<file path="src/hw/rtl/assert_macros.svh">
// Assertion helpers shared by the RTL.
`ifndef ASSERT_MACROS_SVH
`define ASSERT_MACROS_SVH

// Same-cycle implication, checked outside reset.
`define ASSERT_IMPLIES(label, clk, rst, ante, cons, msg) \
   label: assert property (@(posedge clk) disable iff (rst) (ante) |-> (cons)) \
      else $error(msg);

// Next-cycle implication, checked outside reset.
`define ASSERT_NEXT(label, clk, rst, ante, cons, msg) \
   label: assert property (@(posedge clk) disable iff (rst) (ante) |=> (cons)) \
      else $error(msg);

`endif

</file>
<file path="src/hw/rtl/frc_pkg.sv">
package frc_pkg;

   localparam int unsigned HDR_LEN       = 14;
   localparam int unsigned HDR_IDX_W     = $clog2(HDR_LEN);
   localparam int unsigned LENGTH_LIMIT  = 524288;
   localparam int unsigned CNT_W         = 20;   // width of max_payload
   localparam int unsigned QDEPTH        = 4;
   localparam int unsigned QPTR_W        = $clog2(QDEPTH);

   localparam logic [31:0] CRC_POLY      = 32'hEDB88320;
   localparam logic [31:0] CRC_ONES      = 32'hFFFFFFFF;

   localparam logic [31:0]      MAGIC_RESET       = 32'h5447564E;
   localparam logic [15:0]      VERSION_RESET     = 16'd1;
   localparam logic [CNT_W-1:0] MAX_PAYLOAD_RESET = CNT_W'(524288);

   typedef enum logic [1:0] {
      CSR_MAGIC       = 2'd0,
      CSR_VERSION     = 2'd1,
      CSR_MAX_PAYLOAD = 2'd2
   } frc_csr_type;

   typedef enum logic [2:0] {
      ST_OK           = 3'd0,
      ST_BAD_MAGIC    = 3'd1,
      ST_BAD_VERSION  = 3'd2,
      ST_TOO_LONG     = 3'd3,
      ST_CRC_MISMATCH = 3'd4
   } frc_status_type;

   typedef enum logic {
      KIND_PAYLOAD = 1'b0,
      KIND_REPORT  = 1'b1
   } frc_kind_type;

   typedef enum logic {
      PH_HEADER  = 1'b0,
      PH_PAYLOAD = 1'b1
   } frc_phase_type;

   typedef struct packed {
      logic [31:0]      magic;
      logic [15:0]      version;
      logic [CNT_W-1:0] max_payload;
   } frc_cfg_type;

   // One queued unit of work for the back end.
   typedef struct packed {
      frc_kind_type   kind;
      logic [7:0]     data;
      logic           last;
      frc_status_type status;
      logic [31:0]    crc_exp;
   } frc_entry_type;

   typedef struct packed {
      logic full;
      logic not_empty;
   } frc_qstat_type;

   // Reflected CRC-32, one byte.
   function automatic logic [31:0] crc32_byte(input logic [31:0] crc, input logic [7:0] b);
      logic [31:0] c;
      c = crc ^ {24'd0, b};
      for (int k = 0; k < 8; k++) begin
         c = c[0] ? ((c >> 1) ^ CRC_POLY) : (c >> 1);
      end
      return c;
   endfunction

endpackage

</file>
<file path="src/hw/rtl/frc_front.sv">
module frc_front (
   input  logic                  clock,
   input  logic                  reset,
   input  frc_pkg::frc_cfg_type  cfg,
   input  logic                  req_valid,
   output logic                  req_stall,
   input  logic [7:0]            req_rx_byte,
   input  frc_pkg::frc_qstat_type qstat,
   output logic                  push,
   output frc_pkg::frc_entry_type push_entry
);
   import frc_pkg::*;

   frc_phase_type          phase_ff, phase_in;
   logic [HDR_IDX_W-1:0]   hdr_idx_ff;
   logic [7:0]             hdr_ff [HDR_LEN];
   logic [CNT_W-1:0]       left_ff;

   logic                   accept;
   logic                   hdr_last;
   logic                   pay_last;
   logic [31:0]            magic, hlen, hcrc, limit;
   logic [15:0]            version;
   logic                   hdr_report;
   logic                   hdr_start;
   frc_status_type         hdr_status;

   assign req_stall = qstat.full;
   assign accept    = req_valid && !qstat.full;
   assign hdr_last  = (hdr_idx_ff == HDR_IDX_W'(HDR_LEN - 1));
   assign pay_last  = (left_ff[CNT_W-1:1] == '0);

   // last header byte arrives on the port, the rest comes from the store
   assign magic   = {hdr_ff[3], hdr_ff[2], hdr_ff[1], hdr_ff[0]};
   assign version = {hdr_ff[5], hdr_ff[4]};
   assign hlen    = {hdr_ff[9], hdr_ff[8], hdr_ff[7], hdr_ff[6]};
   assign hcrc    = {req_rx_byte, hdr_ff[12], hdr_ff[11], hdr_ff[10]};
   assign limit   = (32'(cfg.max_payload) < 32'(LENGTH_LIMIT)) ?
                    32'(cfg.max_payload) : 32'(LENGTH_LIMIT);

   always_comb begin
      hdr_report = 1'b1;
      hdr_start  = 1'b0;
      hdr_status = ST_OK;
      priority if (magic != cfg.magic) begin
         hdr_status = ST_BAD_MAGIC;
      end else if (version != cfg.version) begin
         hdr_status = ST_BAD_VERSION;
      end else if (hlen > limit) begin
         hdr_status = ST_TOO_LONG;
      end else if (hlen == 32'd0) begin
         hdr_status = (hcrc == 32'd0) ? ST_OK : ST_CRC_MISMATCH;
      end else begin
         hdr_report = 1'b0;
         hdr_start  = 1'b1;
      end
   end

   // next phase
   always_comb begin
      phase_in = phase_ff;
      unique case (phase_ff)
         PH_HEADER: begin
            if (accept && hdr_last && hdr_start) phase_in = PH_PAYLOAD;
         end
         PH_PAYLOAD: begin
            if (accept && pay_last) phase_in = PH_HEADER;
         end
         default: phase_in = PH_HEADER;
      endcase
   end

   // queue push
   always_comb begin
      push               = 1'b0;
      push_entry.kind    = KIND_PAYLOAD;
      push_entry.data    = req_rx_byte;
      push_entry.last    = 1'b0;
      push_entry.status  = hdr_status;
      push_entry.crc_exp = {hdr_ff[13], hdr_ff[12], hdr_ff[11], hdr_ff[10]};
      unique case (phase_ff)
         PH_HEADER: begin
            push            = accept && hdr_last && hdr_report;
            push_entry.kind = KIND_REPORT;
            push_entry.data = 8'd0;
            push_entry.last = 1'b1;
         end
         PH_PAYLOAD: begin
            push            = accept;
            push_entry.last = pay_last;
         end
         default: push = 1'b0;
      endcase
   end

   always_ff @(posedge clock) begin
      if (reset) begin
         phase_ff   <= PH_HEADER;
         hdr_idx_ff <= '0;
         left_ff    <= '0;
      end else begin
         phase_ff <= phase_in;
         if (accept && phase_ff == PH_HEADER) begin
            hdr_idx_ff <= hdr_last ? '0 : hdr_idx_ff + 1'b1;
            if (hdr_last && hdr_start) left_ff <= hlen[CNT_W-1:0];
         end
         if (accept && phase_ff == PH_PAYLOAD && left_ff != '0) begin
            left_ff <= left_ff - 1'b1;
         end
      end
   end

   always_ff @(posedge clock) begin
      if (accept && phase_ff == PH_HEADER) hdr_ff[hdr_idx_ff] <= req_rx_byte;
   end

endmodule

</file>
<file path="src/hw/rtl/frc_queue.sv">
module frc_queue (
   input  logic                   clock,
   input  logic                   reset,
   input  logic                   push,
   input  frc_pkg::frc_entry_type push_entry,
   input  logic                   pop,
   output frc_pkg::frc_entry_type pop_entry,
   output frc_pkg::frc_qstat_type qstat
);
   import frc_pkg::*;

   frc_entry_type       mem_ff [QDEPTH];
   logic [QPTR_W-1:0]   wr_ptr_ff;
   logic [QPTR_W-1:0]   rd_ptr_ff;
   logic [QPTR_W:0]     count_ff;

   assign pop_entry       = mem_ff[rd_ptr_ff];
   assign qstat.full      = (count_ff == (QPTR_W + 1)'(QDEPTH));
   assign qstat.not_empty = (count_ff != '0);

   always_ff @(posedge clock) begin
      if (reset) begin
         wr_ptr_ff <= '0;
         rd_ptr_ff <= '0;
         count_ff  <= '0;
      end else begin
         if (push) wr_ptr_ff <= wr_ptr_ff + 1'b1;
         if (pop)  rd_ptr_ff <= rd_ptr_ff + 1'b1;
         unique case ({push, pop})
            2'b10:   count_ff <= count_ff + 1'b1;
            2'b01:   count_ff <= count_ff - 1'b1;
            default: count_ff <= count_ff;
         endcase
      end
   end

   always_ff @(posedge clock) begin
      if (push) mem_ff[wr_ptr_ff] <= push_entry;
   end

endmodule

</file>
<file path="src/hw/rtl/frc_back.sv">
module frc_back (
   input  logic                   clock,
   input  logic                   reset,
   input  frc_pkg::frc_qstat_type qstat,
   input  frc_pkg::frc_entry_type entry,
   output logic                   pop,
   output logic                   rsp_valid,
   input  logic                   rsp_stall,
   output logic [7:0]             rsp_payload_byte,
   output logic                   rsp_has_byte,
   output logic                   rsp_frame_end,
   output logic [2:0]             rsp_frame_status
);
   import frc_pkg::*;

   logic [31:0]    crc_ff, crc_in;
   logic           rsp_valid_ff;
   logic [7:0]     byte_ff;
   logic           has_ff, end_ff;
   frc_status_type status_ff;

   logic           load;
   logic [31:0]    crc_next;
   frc_status_type crc_status;

   assign load       = !rsp_valid_ff || !rsp_stall;
   assign pop        = qstat.not_empty && load;
   assign crc_next   = crc32_byte(crc_ff, entry.data);
   assign crc_status = ((crc_next ^ CRC_ONES) == entry.crc_exp) ? ST_OK : ST_CRC_MISMATCH;

   always_comb begin
      crc_in = crc_ff;
      if (pop && entry.kind == KIND_PAYLOAD) begin
         crc_in = entry.last ? CRC_ONES : crc_next;
      end
   end

   always_ff @(posedge clock) begin
      if (reset) begin
         crc_ff       <= CRC_ONES;
         rsp_valid_ff <= 1'b0;
      end else begin
         crc_ff <= crc_in;
         if (load) rsp_valid_ff <= pop;
      end
   end

   always_ff @(posedge clock) begin
      if (pop) begin
         byte_ff <= entry.data;
         end_ff  <= entry.last;
         if (entry.kind == KIND_PAYLOAD) begin
            has_ff    <= 1'b1;
            status_ff <= entry.last ? crc_status : ST_OK;
         end else begin
            has_ff    <= 1'b0;
            status_ff <= entry.status;
         end
      end
   end

   assign rsp_valid        = rsp_valid_ff;
   assign rsp_payload_byte = byte_ff;
   assign rsp_has_byte     = has_ff;
   assign rsp_frame_end    = end_ff;
   assign rsp_frame_status = status_ff;

endmodule

</file>
<file path="src/hw/rtl/frame_receive_check_crc32_top.sv">
// Byte-serial receiver for length-prefixed frames guarded by CRC-32. Each
// input transaction carries one link byte. The first 14 bytes of a frame form
// a little-endian header (magic, version, payload length, payload CRC); after
// the last header byte the magic, version and length limit are checked in that
// order, and a failure gives one result transaction with no byte, frame_end set
// and the error status, after which header collection restarts with the next
// byte. A zero-length frame ends at its header with status ok or crc mismatch.
// Each payload byte comes out as one result transaction; the last one also
// carries frame_end and the CRC verdict. Header bytes of a good frame produce
// no result. Throughput is one byte per clock: the front end takes a byte each
// cycle unless its 4-entry work queue is full, and the back end runs the
// byte-wide CRC update combinationally and loads the output register. An
// accepted byte passes through the queue and then the output register. A full
// queue, which only builds up while the result side stalls, stalls the input.
// Configuration (csr_index 0 magic, 1 version, 2 max payload) is to be written
// by the user only while the block is idle, which the block does not enforce;
// the effective length limit is the smaller of max payload and 524288.
`include "assert_macros.svh"

module frame_receive_check_crc32_top (
   input  logic        clock,
   input  logic        reset,

   input  logic        req_valid,
   output logic        req_stall,
   input  logic [7:0]  req_rx_byte,

   output logic        rsp_valid,
   input  logic        rsp_stall,
   output logic [7:0]  rsp_payload_byte,
   output logic        rsp_has_byte,
   output logic        rsp_frame_end,
   output logic [2:0]  rsp_frame_status,

   input  logic        csr_we,
   input  logic [1:0]  csr_index,
   input  logic [31:0] csr_wdata
);
   import frc_pkg::*;

   // config registers
   frc_cfg_type   cfg_ff;

   // front -> queue -> back
   logic          push;
   logic          pop;
   frc_entry_type push_entry;
   frc_entry_type pop_entry;
   frc_qstat_type qstat;

   always_ff @(posedge clock) begin
      if (reset) begin
         cfg_ff.magic       <= MAGIC_RESET;
         cfg_ff.version     <= VERSION_RESET;
         cfg_ff.max_payload <= MAX_PAYLOAD_RESET;
      end else if (csr_we) begin
         unique case (frc_csr_type'(csr_index))
            CSR_MAGIC:       cfg_ff.magic       <= csr_wdata;
            CSR_VERSION:     cfg_ff.version     <= csr_wdata[15:0];
            CSR_MAX_PAYLOAD: cfg_ff.max_payload <= csr_wdata[CNT_W-1:0];
            default:         cfg_ff             <= cfg_ff;  // unmapped index
         endcase
      end
   end

   // header capture, checks and payload counting
   frc_front u_front (
      .clock      (clock),
      .reset      (reset),
      .cfg        (cfg_ff),
      .req_valid  (req_valid),
      .req_stall  (req_stall),
      .req_rx_byte(req_rx_byte),
      .qstat      (qstat),
      .push       (push),
      .push_entry (push_entry)
   );

   // short decoupling queue
   frc_queue u_queue (
      .clock     (clock),
      .reset     (reset),
      .push      (push),
      .push_entry(push_entry),
      .pop       (pop),
      .pop_entry (pop_entry),
      .qstat     (qstat)
   );

   // running CRC and result register
   frc_back u_back (
      .clock           (clock),
      .reset           (reset),
      .qstat           (qstat),
      .entry           (pop_entry),
      .pop             (pop),
      .rsp_valid       (rsp_valid),
      .rsp_stall       (rsp_stall),
      .rsp_payload_byte(rsp_payload_byte),
      .rsp_has_byte    (rsp_has_byte),
      .rsp_frame_end   (rsp_frame_end),
      .rsp_frame_status(rsp_frame_status)
   );

   // queue must never be written when full or read when empty
   `ASSERT_IMPLIES(a_no_overflow, clock, reset, push, !qstat.full, "queue overflow")
   `ASSERT_IMPLIES(a_no_underflow, clock, reset, pop, qstat.not_empty, "queue underflow")
   // a result without a byte is always a frame-level report
   `ASSERT_IMPLIES(a_report_ends, clock, reset, rsp_valid && !rsp_has_byte,
                   rsp_frame_end && rsp_payload_byte == 8'd0, "report without frame end")
   // a stalled result stays put
   `ASSERT_NEXT(a_rsp_hold, clock, reset, rsp_valid && rsp_stall,
                rsp_valid && $stable(rsp_frame_status) && $stable(rsp_payload_byte),
                "stalled result changed")

endmodule
</file>
<file path="config.mk">
export PLATFORM = sky130hd
export DESIGN_NAME = frame_receive_check_crc32_top
export DESIGN_NICKNAME = d
export VERILOG_FILES = /design/src/hw/rtl/frc_pkg.sv /design/src/hw/rtl/frc_front.sv /design/src/hw/rtl/frc_queue.sv /design/src/hw/rtl/frc_back.sv /design/src/hw/rtl/frame_receive_check_crc32_top.sv
export VERILOG_INCLUDE_DIRS = /design/src /design/src/hw/rtl
export SDC_FILE = /design/constraint.sdc
export NUM_CORES = 1
export LEC_CHECK = 0
export ABC_AREA = 1
export BUFFER_PORTS_ARGS = -buffer_cell sky130_fd_sc_hd__buf_2
export CAP_MARGIN = 20
export CORE_MARGIN = 2
export CORE_UTILIZATION = 45
export CTS_CLUSTER_SIZE = 20
export DETAILED_ROUTE_END_ITERATION = 16
export SLEW_MARGIN = 20
export SYNTH_ARGS = -nofsm -noshare
export SYNTH_HDL_FRONTEND = slang
export SYNTH_SLANG_ARGS = --single-unit
</file>
<file path="constraint.sdc">
create_clock -name clock -period 10.7 [get_ports clock]
set_clock_uncertainty 0.2 [all_clocks]
set_input_delay 1.605 -clock clock [delete_from_list [all_inputs] [get_ports clock]]
set_output_delay 1.605 -clock clock [all_outputs]
set_load 0.01 [all_outputs]
</file>
==> impl_metrics.env, run 1 <==
export IMPL_status="completed"
export IMPL_synth_area_sq_um=19780
export IMPL_switchingPower_mw=2.615
export IMPL_row_count=76
export IMPL_ys_ff_latch=440
export IMPL_slew_violations=0
export IMPL_cp_slowest_stage_delay_ns=0.67
export IMPL_io_pins=62
export IMPL_hold_viol_final=0
export IMPL_synth_cell_types=42
export IMPL_initial_core_util_pct=45.73
export IMPL_max_freq_mhz=220.8
export IMPL_syn_nets=2164
export IMPL_p_int_mw=3.587
export IMPL_wl_per_cell_um=18.47
export IMPL_ys_flop_type="edfxtp_1"
export IMPL_ys_seq_area_share_pct=59.95
export IMPL_max_vdd_ir_drop_mv=0.1949
export IMPL_top_layer_used="met4"
export IMPL_io_buffers=61
export IMPL_ant_nets=0
export IMPL_slew_headroom_pct=31.22
export IMPL_nFillCells=3986
export IMPL_rsz0062_at_grt="false"
export IMPL_vias_per_cell=5.275
export IMPL_grt_pass1_wl_um=78530
export IMPL_antennaDiodeCount=0
export IMPL_start_kind="input port"
export IMPL_antenna_found_initial=0
export IMPL_p_leak_nw=9.126
export IMPL_nets=2216
export IMPL_synth_area_per_cell_sq_um=9.471
export IMPL_worstSetupPathType="input port to flop"
export IMPL_setup_viol=0
export IMPL_seq_power_share_pct=32.4
export IMPL_grt_max_degree=91
export IMPL_tns_ns=0
export IMPL_drive_gt1_share_pct=10.65
export IMPL_yosys_warnings=0
export IMPL_drv_cap=0
export IMPL_grt_util_all_layers_pct=22.78
export IMPL_drc_errors=0
export IMPL_htreeDepth=2
export IMPL_die_width_um=213.7
export IMPL_place_area_sq_um=20630
export IMPL_cts_inserted_buffers=46
export IMPL_cts_root_buf="clkbuf_16"
export IMPL_layout_worst_path_cycle_share_pct=42.33
export IMPL_firstDrtPassIters=5
export IMPL_cts_setup_buffers=0
export IMPL_max_slew_worst_pin_slew_ns=1.032
export IMPL_dieHeight_um=213.7
export IMPL_met3_length_um=2120
export IMPL_syn2layout_area_growth_pct=11.66
export IMPL_cts_sinks=440
export IMPL_clk_pin_slew_ns=0.06
export IMPL_cts_buffer_depth=3
export IMPL_crit_family="simple AND/OR/NAND/NOR gates"
export IMPL_cts_tree="built"
export IMPL_drt_iter0_markers=1246
export IMPL_dr_wl_met2_um=24640
export IMPL_syn_inst=2089
export IMPL_fp_coreArea_sq_um=43270
export IMPL_period_minus_slack_ns=4.529
export IMPL_path_buf_inv=5
export IMPL_switching_share_pct=42.16
export IMPL_async_flop_share_pct=0
export IMPL_critPathArrivalTime_ns=4.81
export IMPL_cts_resized=0
export IMPL_path_cells="buf_2 > inv_1 > nor2_1 > inv_1 > nor2_1 > inv_1 > nor2_2 > nand2_1 > nor2_2 > nand4_1 > nand2_1 > inv_1 > nor2_1 > nor2_1"
export IMPL_slowest_stage="nand2_1"
export IMPL_crit_required_ns=10.98
export IMPL_wl_um=51060
export IMPL_dr_total_vias=14580
export IMPL_dpl_hpwl_um=33630
export IMPL_met1_length_um=22860
export IMPL_insertion_delay_ns=0.59
export IMPL_power_frac_clock_pct=24.8
export IMPL_grt_overflow=0
export IMPL_power_density_nw_per_um2=280.8
export IMPL_die_area_sq_um=45660
export IMPL_grt_pass1_vias=13840
export IMPL_fin_area_sq_um=22090
export IMPL_postCtsHoldBufs=0
export IMPL_gp_congestion=0.9040
export IMPL_pwr_share_comb_pct=42.8
export IMPL_crit_path_end_kind="flop"
export IMPL_hold_path_class="flop to flop"
export IMPL_cp_max_fo=21
export IMPL_synth_edf_count=305
[per-stage QoR]
step                      power, mW  utilization [%]  setup slack [ns]  std cells  hold WS [ns]
after floorplan               3.944                -             5.344       2089        0.2303
after global placement        4.639            47.69             5.743       2678        0.2531
after detailed placement      4.671            47.69             5.540       2678        0.2644
after CTS                     6.209            51.06             6.146       2764        0.2751
after global routing          6.598            51.06             5.801       2764        0.2947
final                         6.202            51.06             6.171       2764        0.2717
[worst paths after layout]
check	start	to	slack [ns]	cells after the start
min	cfg_ff[0]	cfg_ff[0]	0.27	2
max	req_valid	u_front.left_ff[1]	6.17	14
max reg2reg	cfg_ff[19]	u_queue.count_ff[2]	6.47	16
min reg2reg	cfg_ff[0]	cfg_ff[0]	0.27	2
[synthesized netlist by cell type, types with 2 or more instances]
cell / number / area share (%)
buf_6: 6 / 0.34
edfxtp_1: 305 / 46
nand3_1: 123 / 3.1
nand3b_1: 22 / 0.83
nand2_2: 33 / 1.0
a31o_2: 2 / 0.089
nor3_1: 15 / 0.38
o22ai_1: 37 / 1.2
o21ai_0: 131 / 3.3
buf_1: 4 / 0.076
a21oi_1: 72 / 1.8
buf_4: 7 / 0.27
or2_2: 11 / 0.35
nand3_2: 7 / 0.35
dfxtp_1: 135 / 14
o31ai_1: 2 / 0.076
nor2_2: 2 / 0.063
nand2_1: 590 / 11
nand4_1: 14 / 0.44
nor4_1: 26 / 0.82
nand2_4: 12 / 0.68
clkbuf_1: 40 / 0.76
inv_2: 6 / 0.11
xnor3_1: 2 / 0.23
inv_1: 152 / 2.9
o211ai_1: 6 / 0.23
ha_1: 27 / 1.7
xor2_1: 16 / 0.71
a32oi_1: 15 / 0.66
nor2_1: 211 / 4.0
buf_2: 18 / 0.46
xnor2_1: 30 / 1.3
[cell families after synthesis]
logic type,synth area share (%)
XOR/XNOR,2.346
AND/OR/NAND/NOR,23.38
flip-flops,59.95
buffers and inverters,4.990
adder cells (fa/ha/maj),1.809
AO/OA/AOI/OAI,7.520
[flip-flops by register name, summed over array words and instances (netlist names), named ones only]
register	count
u_back.rsp_payload_byte	8
u_back.rsp_frame_end	1
u_queue.mem_ff	180
u_front.phase_ff	1
u_queue.count_ff	3
u_back.rsp_valid	1
u_front.left_ff	20
u_queue.wr_ptr_ff	2
u_back.rsp_frame_status	3
u_queue.rd_ptr_ff	2
u_back.rsp_has_byte	1
u_front.hdr_ff	112
cfg_ff	68
u_front.hdr_idx_ff	4
u_back.crc_ff	32
[placed cells by master (no fill, tap or decap), types with 27 or more instances in the layout]
cell type    n
nand2_1    590
edfxtp_1   305
nor2_1     207
inv_1      151
dfxtp_1    134
o21ai_0    131
nand3_1    123
a21oi_1     72
buf_2       61
clkbuf_16   47
o22ai_1     37
nand2_2     33
xnor2_1     30
ha_1        27
[area by class of cell]
| type | count | area [sq um] | area share (%) |
|---|---|---|---|
| flip-flops and latches | 440 | 11860 | 53.70 |
| multi-input cells | 1413 | 6985 | 31.62 |
| clock buffers | 63 | 1276 | 5.777 |
| well taps | 585 | 732.0 | 3.314 |
| inverters | 161 | 611.8 | 2.770 |
| repair buffers | 79 | 440.4 | 1.994 |
| clock inverters | 23 | 181.4 | 0.8213 |
[power groups by stage]
stage	Combinational, mW	Clock [mW]	Sequential (mW)
final	2.65	1.54	2.01
after global routing	2.94	1.63	2.03
after CTS	2.63	1.57	2.01
after detailed placement	2.62	0	2.05
after global placement	2.59	0	2.04
after floorplan	1.90	0	2.05
[tightest hold or removal path, cell delays in order (launching register included)]
cell and delay, ns:
dfxtp_1 0.30, inv_1 0.07, a21oi_1 0.06
[layer usage]
metal / GRT usage [%] / up-vias
li1: - / 7151
met1: 30.25 / 6997
met2: 38.79 / 357
met3: 2.475 / 75
met4: 8.214 / 0
met5: 0 / -
No activity file was read; power rests on OpenSTA's default activity.
==> run 2, diff against run 1 <==
==> constraint.sdc (replaced) <==
create_clock -name clock -period 4.18 [get_ports clock]
set_clock_uncertainty 0.2 [all_clocks]
set_input_delay 0.627 -clock clock [delete_from_list [all_inputs] [get_ports clock]]
set_output_delay 0.627 -clock clock [all_outputs]
set_load 0.01 [all_outputs]
==> impl_metrics.env, run 2 (synthesized netlist as in run 1, its figures left out) <==
export IMPL_antenna_found_initial=1
export IMPL_setup_viol=0
export IMPL_worstSetupPathType="flop to flop"
export IMPL_grt_overflow=0
export IMPL_status="completed"
export IMPL_drv_cap=0
export IMPL_wl_per_cell_um=18.66
export IMPL_syn2layout_area_growth_pct=12.76
export IMPL_ant_nets=0
export IMPL_cts_setup_buffers=0
export IMPL_gp_congestion=0.9459
export IMPL_fp_coreArea_sq_um=43270
export IMPL_grt_pass1_vias=14100
export IMPL_row_count=76
export IMPL_crit_required_ns=4.45
export IMPL_cts_resized=0
export IMPL_nets=2226
export IMPL_slew_violations=0
export IMPL_hold_viol_final=0
export IMPL_cts_buffer_depth=3
export IMPL_io_pins=62
export IMPL_htreeDepth=2
export IMPL_power_density_nw_per_um2=730.4
export IMPL_crit_path_end_kind="flop"
export IMPL_rsz0062_at_grt="false"
export IMPL_max_vdd_ir_drop_mv=0.3968
export IMPL_cp_max_fo=20
export IMPL_antennaDiodeCount=0
export IMPL_initial_core_util_pct=45.73
export IMPL_cts_root_buf="clkbuf_16"
export IMPL_insertion_delay_ns=0.59
export IMPL_p_leak_nw=9.237
export IMPL_critPathArrivalTime_ns=3.87
export IMPL_clk_pin_slew_ns=0.06
export IMPL_cts_inserted_buffers=46
export IMPL_top_register="u_queue.mem_ff"
export IMPL_drc_errors=0
export IMPL_drive_gt1_share_pct=11.01
export IMPL_grt_pass1_wl_um=79320
export IMPL_io_buffers=61
export IMPL_die_area_sq_um=45660
export IMPL_cts_sinks=440
export IMPL_top_regs="u_queue.mem_ff x180, u_front.hdr_ff x112, cfg_ff x68"
export IMPL_largest_reg_flops=180
export IMPL_finalPower_mw=16.29
export IMPL_timing_rr_start="cfg_ff[19]"
export IMPL_grt_max_degree=58
export IMPL_drt_iter0_markers=1082
export IMPL_max_slew_worst_pin_slew_ns=0.9728
export IMPL_final_common_cell="nand2_1"
export IMPL_slew_headroom_pct=35.07
export IMPL_dr_total_vias=14770
export IMPL_whs_ns=0.06509
export IMPL_vias_per_cell=5.325
export IMPL_hold_path_class="input port to flop"
export IMPL_die_width_um=213.7
export IMPL_postCtsHoldBufs=0
export IMPL_dieHeight_um=213.7
export IMPL_dpl_hpwl_um=34510
export IMPL_firstDrtPassIters=5
export IMPL_max_freq_mhz=278.0
export IMPL_min_from="csr_wdata[30]"
export IMPL_layout_worst_path_cycle_share_pct=86.06
export IMPL_period_minus_slack_ns=3.597
export IMPL_mostFrequentLayoutCells="590 x nand2_1, 305 x edfxtp_1, 206 x nor2_1, 152 x inv_1, 134 x dfxtp_1"
export IMPL_wl_um=51750
export IMPL_crit_start="cfg_ff[19]"
export IMPL_start_kind="flop"
export IMPL_cts_tree="built"
export IMPL_grt_util_all_layers_pct=23.11
[run 2: path summary, 6_finish.rpt]
kind / slack (ns) / depth (start not counted) / to
setup / recovery: 0.58 / 19 / u_queue.count_ff[2]
hold / removal: 0.07 / 3 / cfg_ff[66]
hold reg to reg: 0.27 / 2 / cfg_ff[49]
setup reg to reg: 0.58 / 19 / u_queue.count_ff[2]
[run 2: routing by layer]
| layer | GRT usage [%] | wire length, um |
|---|---|---|
| met4 | 8.573 | 1655 |
| met5 | 0 | 0 |
| met3 | 2.973 | 2361 |
| met1 | 29.98 | 22600 |
| met2 | 39.73 | 25130 |
[run 2: stage by stage]
stage / worst slack (ns) / cell area [sq um] / setup TNS (ns) / utilization, % / std cells
CTS: 0.5596 / 22310 / 0 / 51.56 / 2773
floorplan: -0.2534 / 19780 / -45.61 / - / 2089
global route: 0.1665 / 22310 / 0 / 51.56 / 2773
global placement: 0.5645 / 20740 / 0 / 47.95 / 2688
detailed placement: 0.5741 / 20750 / 0 / 47.95 / 2688
finish: 0.5826 / 22310 / 0 / 51.56 / 2773
[run 2: power breakdown]
part / internal (mW) / switching (mW) / total [mW]
logic: 2.02 / 4.88 / 6.90
registers: 4.98 / 0.206 / 5.18
clock network: 2.52 / 1.69 / 4.21
total: 9.52 / 6.78 / 16.3
[run 2: cell type report]
class,count,area (sq um)
Clock inverter,18,279.0
Tap cell,585,732.0
Multi-Input combinational cell,1413,6988
Fill cell,4029,20960
Sequential cell,440,11860
Timing Repair Buffer,89,553.0
Clock buffer,67,1282
Inverter,161,611.8
[run 2: critical path: stages (launching register included)]
cell     delay (ns)
dfxtp_1        0.31
inv_1          0.41
nand2_1        0.12
ha_1           0.32
a21oi_1        0.15
o31ai_1        0.09
a21oi_1        0.15
o21ai_0        0.11
nand2_1        0.07
nand2_1        0.06
nand2_1        0.14
nand3_1        0.11
a21oi_2        0.16
ha_1           0.16
inv_1          0.06
fa_1           0.37
a21oi_1        0.15
o21ai_0        0.11
o21ai_0        0.16
a21oi_1        0.06
==> run 3, diff against run 2 <==
==> constraint.sdc (replaced) <==
create_clock -name clock -period 4.18 [get_ports clock]
set_clock_uncertainty 0.2 [all_clocks]
set_input_delay 0.836 -clock clock [delete_from_list [all_inputs] [get_ports clock]]
set_output_delay 0.836 -clock clock [all_outputs]
set_load 0.01 [all_outputs]
==> impl_metrics.env, run 3 (synthesized netlist as in run 1, its figures left out) <==
export IMPL_min_to="u_queue.rd_ptr_ff[1]"
export IMPL_cts_setup_buffers=0
export IMPL_grt_overflow=0
export IMPL_row_count=76
export IMPL_start_kind="flop"
export IMPL_wl_per_cell_um=18.64
export IMPL_cts_sinks=440
export IMPL_finalPower_mw=16.16
export IMPL_drive_gt1_share_pct=11.39
export IMPL_final_common_cell="nand2_1"
export IMPL_die_area_sq_um=45660
export IMPL_crit_top_cell="nand2_1"
export IMPL_cp_max_fo=20
export IMPL_grt_pass1_vias=13980
export IMPL_fin_area_sq_um=22360
export IMPL_io_pins=62
export IMPL_timing_rr_start="cfg_ff[19]"
export IMPL_rsz0062_at_grt="false"
export IMPL_mostFrequentLayoutCells="590 x nand2_1, 305 x edfxtp_1, 207 x nor2_1, 152 x inv_1, 134 x dfxtp_1"
export IMPL_cts_resized=0
export IMPL_dieHeight_um=213.7
export IMPL_power_density_nw_per_um2=722.5
export IMPL_syn2layout_area_growth_pct=13.03
export IMPL_fp_coreArea_sq_um=43270
export IMPL_antennaDiodeCount=0
export IMPL_path_cells="inv_1 > nand2_1 > ha_1 > nand2_1 > nor4_1 > nand4_1 > nand2_1 > nand3_1 > a21oi_2 > ha_1 > inv_1 > fa_1 > a21oi_1 > o21ai_0 > o21ai_0 > a21oi_1"
export IMPL_drc_errors=0
export IMPL_slew_violations=0
export IMPL_antenna_found_initial=1
export IMPL_drt_iter0_markers=1095
export IMPL_cts_root_buf="clkbuf_16"
export IMPL_p_leak_nw=9.279
export IMPL_vias_per_cell=5.287
export IMPL_postCtsHoldBufs=0
export IMPL_ant_nets=0
export IMPL_crit_required_ns=4.45
export IMPL_path_buf_inv=2
export IMPL_grt_max_degree=91
export IMPL_crit_path_end_kind="flop"
export IMPL_critPathArrivalTime_ns=3.92
export IMPL_dr_total_vias=14700
export IMPL_hold_viol_final=0
export IMPL_slowest_stage="inv_1"
export IMPL_place_area_sq_um=20810
export IMPL_initial_core_util_pct=45.73
export IMPL_ff2ff_setup_slack_ns=0.53
export IMPL_gp_congestion=0.9017
export IMPL_cp_slowest_stage_delay_ns=0.42
export IMPL_cts_buffer_depth=3
export IMPL_grt_util_all_layers_pct=23.09
export IMPL_firstDrtPassIters=8
export IMPL_max_freq_mhz=273.8
export IMPL_max_slew_worst_pin_slew_ns=0.9544
export IMPL_cts_tree="built"
export IMPL_die_width_um=213.7
export IMPL_slew_headroom_pct=36.30
export IMPL_status="completed"
export IMPL_wl_um=51810
export IMPL_cts_inserted_buffers=47
export IMPL_layout_worst_path_cycle_share_pct=87.37
export IMPL_largest_reg_flops=180
export IMPL_min_from="u_queue.rd_ptr_ff[1]"
export IMPL_r2r_end="u_queue.count_ff[2]"
export IMPL_crit_family="simple AND/OR/NAND/NOR gates"
export IMPL_grt_pass1_wl_um=79070
export IMPL_period_minus_slack_ns=3.652
export IMPL_io_buffers=61
export IMPL_htreeDepth=2
export IMPL_max_vdd_ir_drop_mv=0.3738
export IMPL_hold_path_class="flop to flop"
export IMPL_r2r_cells=16
export IMPL_insertion_delay_ns=0.59
export IMPL_top_regs="u_queue.mem_ff x180, u_front.hdr_ff x112, cfg_ff x68"
export IMPL_drv_cap=0
export IMPL_nets=2232
export IMPL_worstSetupPathType="flop to flop"
export IMPL_clk_pin_slew_ns=0.06
export IMPL_dpl_hpwl_um=34390
export IMPL_top_register="u_queue.mem_ff"
export IMPL_setup_viol=0
export IMPL_holdPathStages=2
==> run 3: through the flow <==
step                      worst slack, ns  hold WS [ns]  utilization [%]  TNS [ns]  instances
after floorplan                   -0.4072        0.2303                -    -73.29       2089
after global placement             0.6228        0.2517            48.09         0       2693
after detailed placement           0.5383        0.2599            48.09         0       2693
after CTS                          0.5373        0.2469            51.68         0       2780
after global routing               0.2787        0.2593            51.68         0       2780
final                              0.5277        0.2630            51.68         0       2780
==> run 3: power breakdown <==
part | internal, mW | leakage [nW] | total [mW] | switching, mW
logic | 2.02 | 4.65 | 6.80 | 4.78
clock network | 2.48 | 0.765 | 4.19 | 1.71
registers | 4.98 | 3.87 | 5.17 | 0.193
==> run 3: final cells by class <==
type | count | area (sq um)
clock buffer | 65 | 1294
clock inverter | 22 | 260.3
fill | 3951 | 20910
inverter | 161 | 611.8
multi-input combinational | 1413 | 6985
sequential | 440 | 11860
tap | 585 | 732.0
timing repair buffer | 94 | 615.6
==> run 3: worst max path at each step <==
stage,slack (ns),cells past startpoint,to,from
6_report,0.53,16,u_queue.count_ff[2],cfg_ff[19]
5_1_grt,0.28,16,u_queue.count_ff[2],cfg_ff[19]
4_1_cts,0.54,16,u_queue.count_ff[2],cfg_ff[19]
3_5_place_dp,0.54,16,u_queue.count_ff[2],cfg_ff[19]
3_3_place_gp,0.62,19,u_queue.count_ff[2],cfg_ff[19]
2_1_floorplan,-0.41,10,u_queue.mem_ff[0][0],req_valid
==> run 3: layer usage <==
metal,global-route usage [%],share of wire (%),vias to the layer above
met5,0,0.035,-
met4,9.459,3.8,2
met3,3.471,5.2,116
met2,38.51,48,387
met1,30.28,43,7008
li1,-,-,7185
==> run 3: worst min-delay path: cells and delay by family, from the launching register on <==
kind | cells | cell delay, ns
DFF | 1 | 0.30
buffers and inverters | 1 | 0.06
AOI/OAI and AO/OA | 1 | 0.06
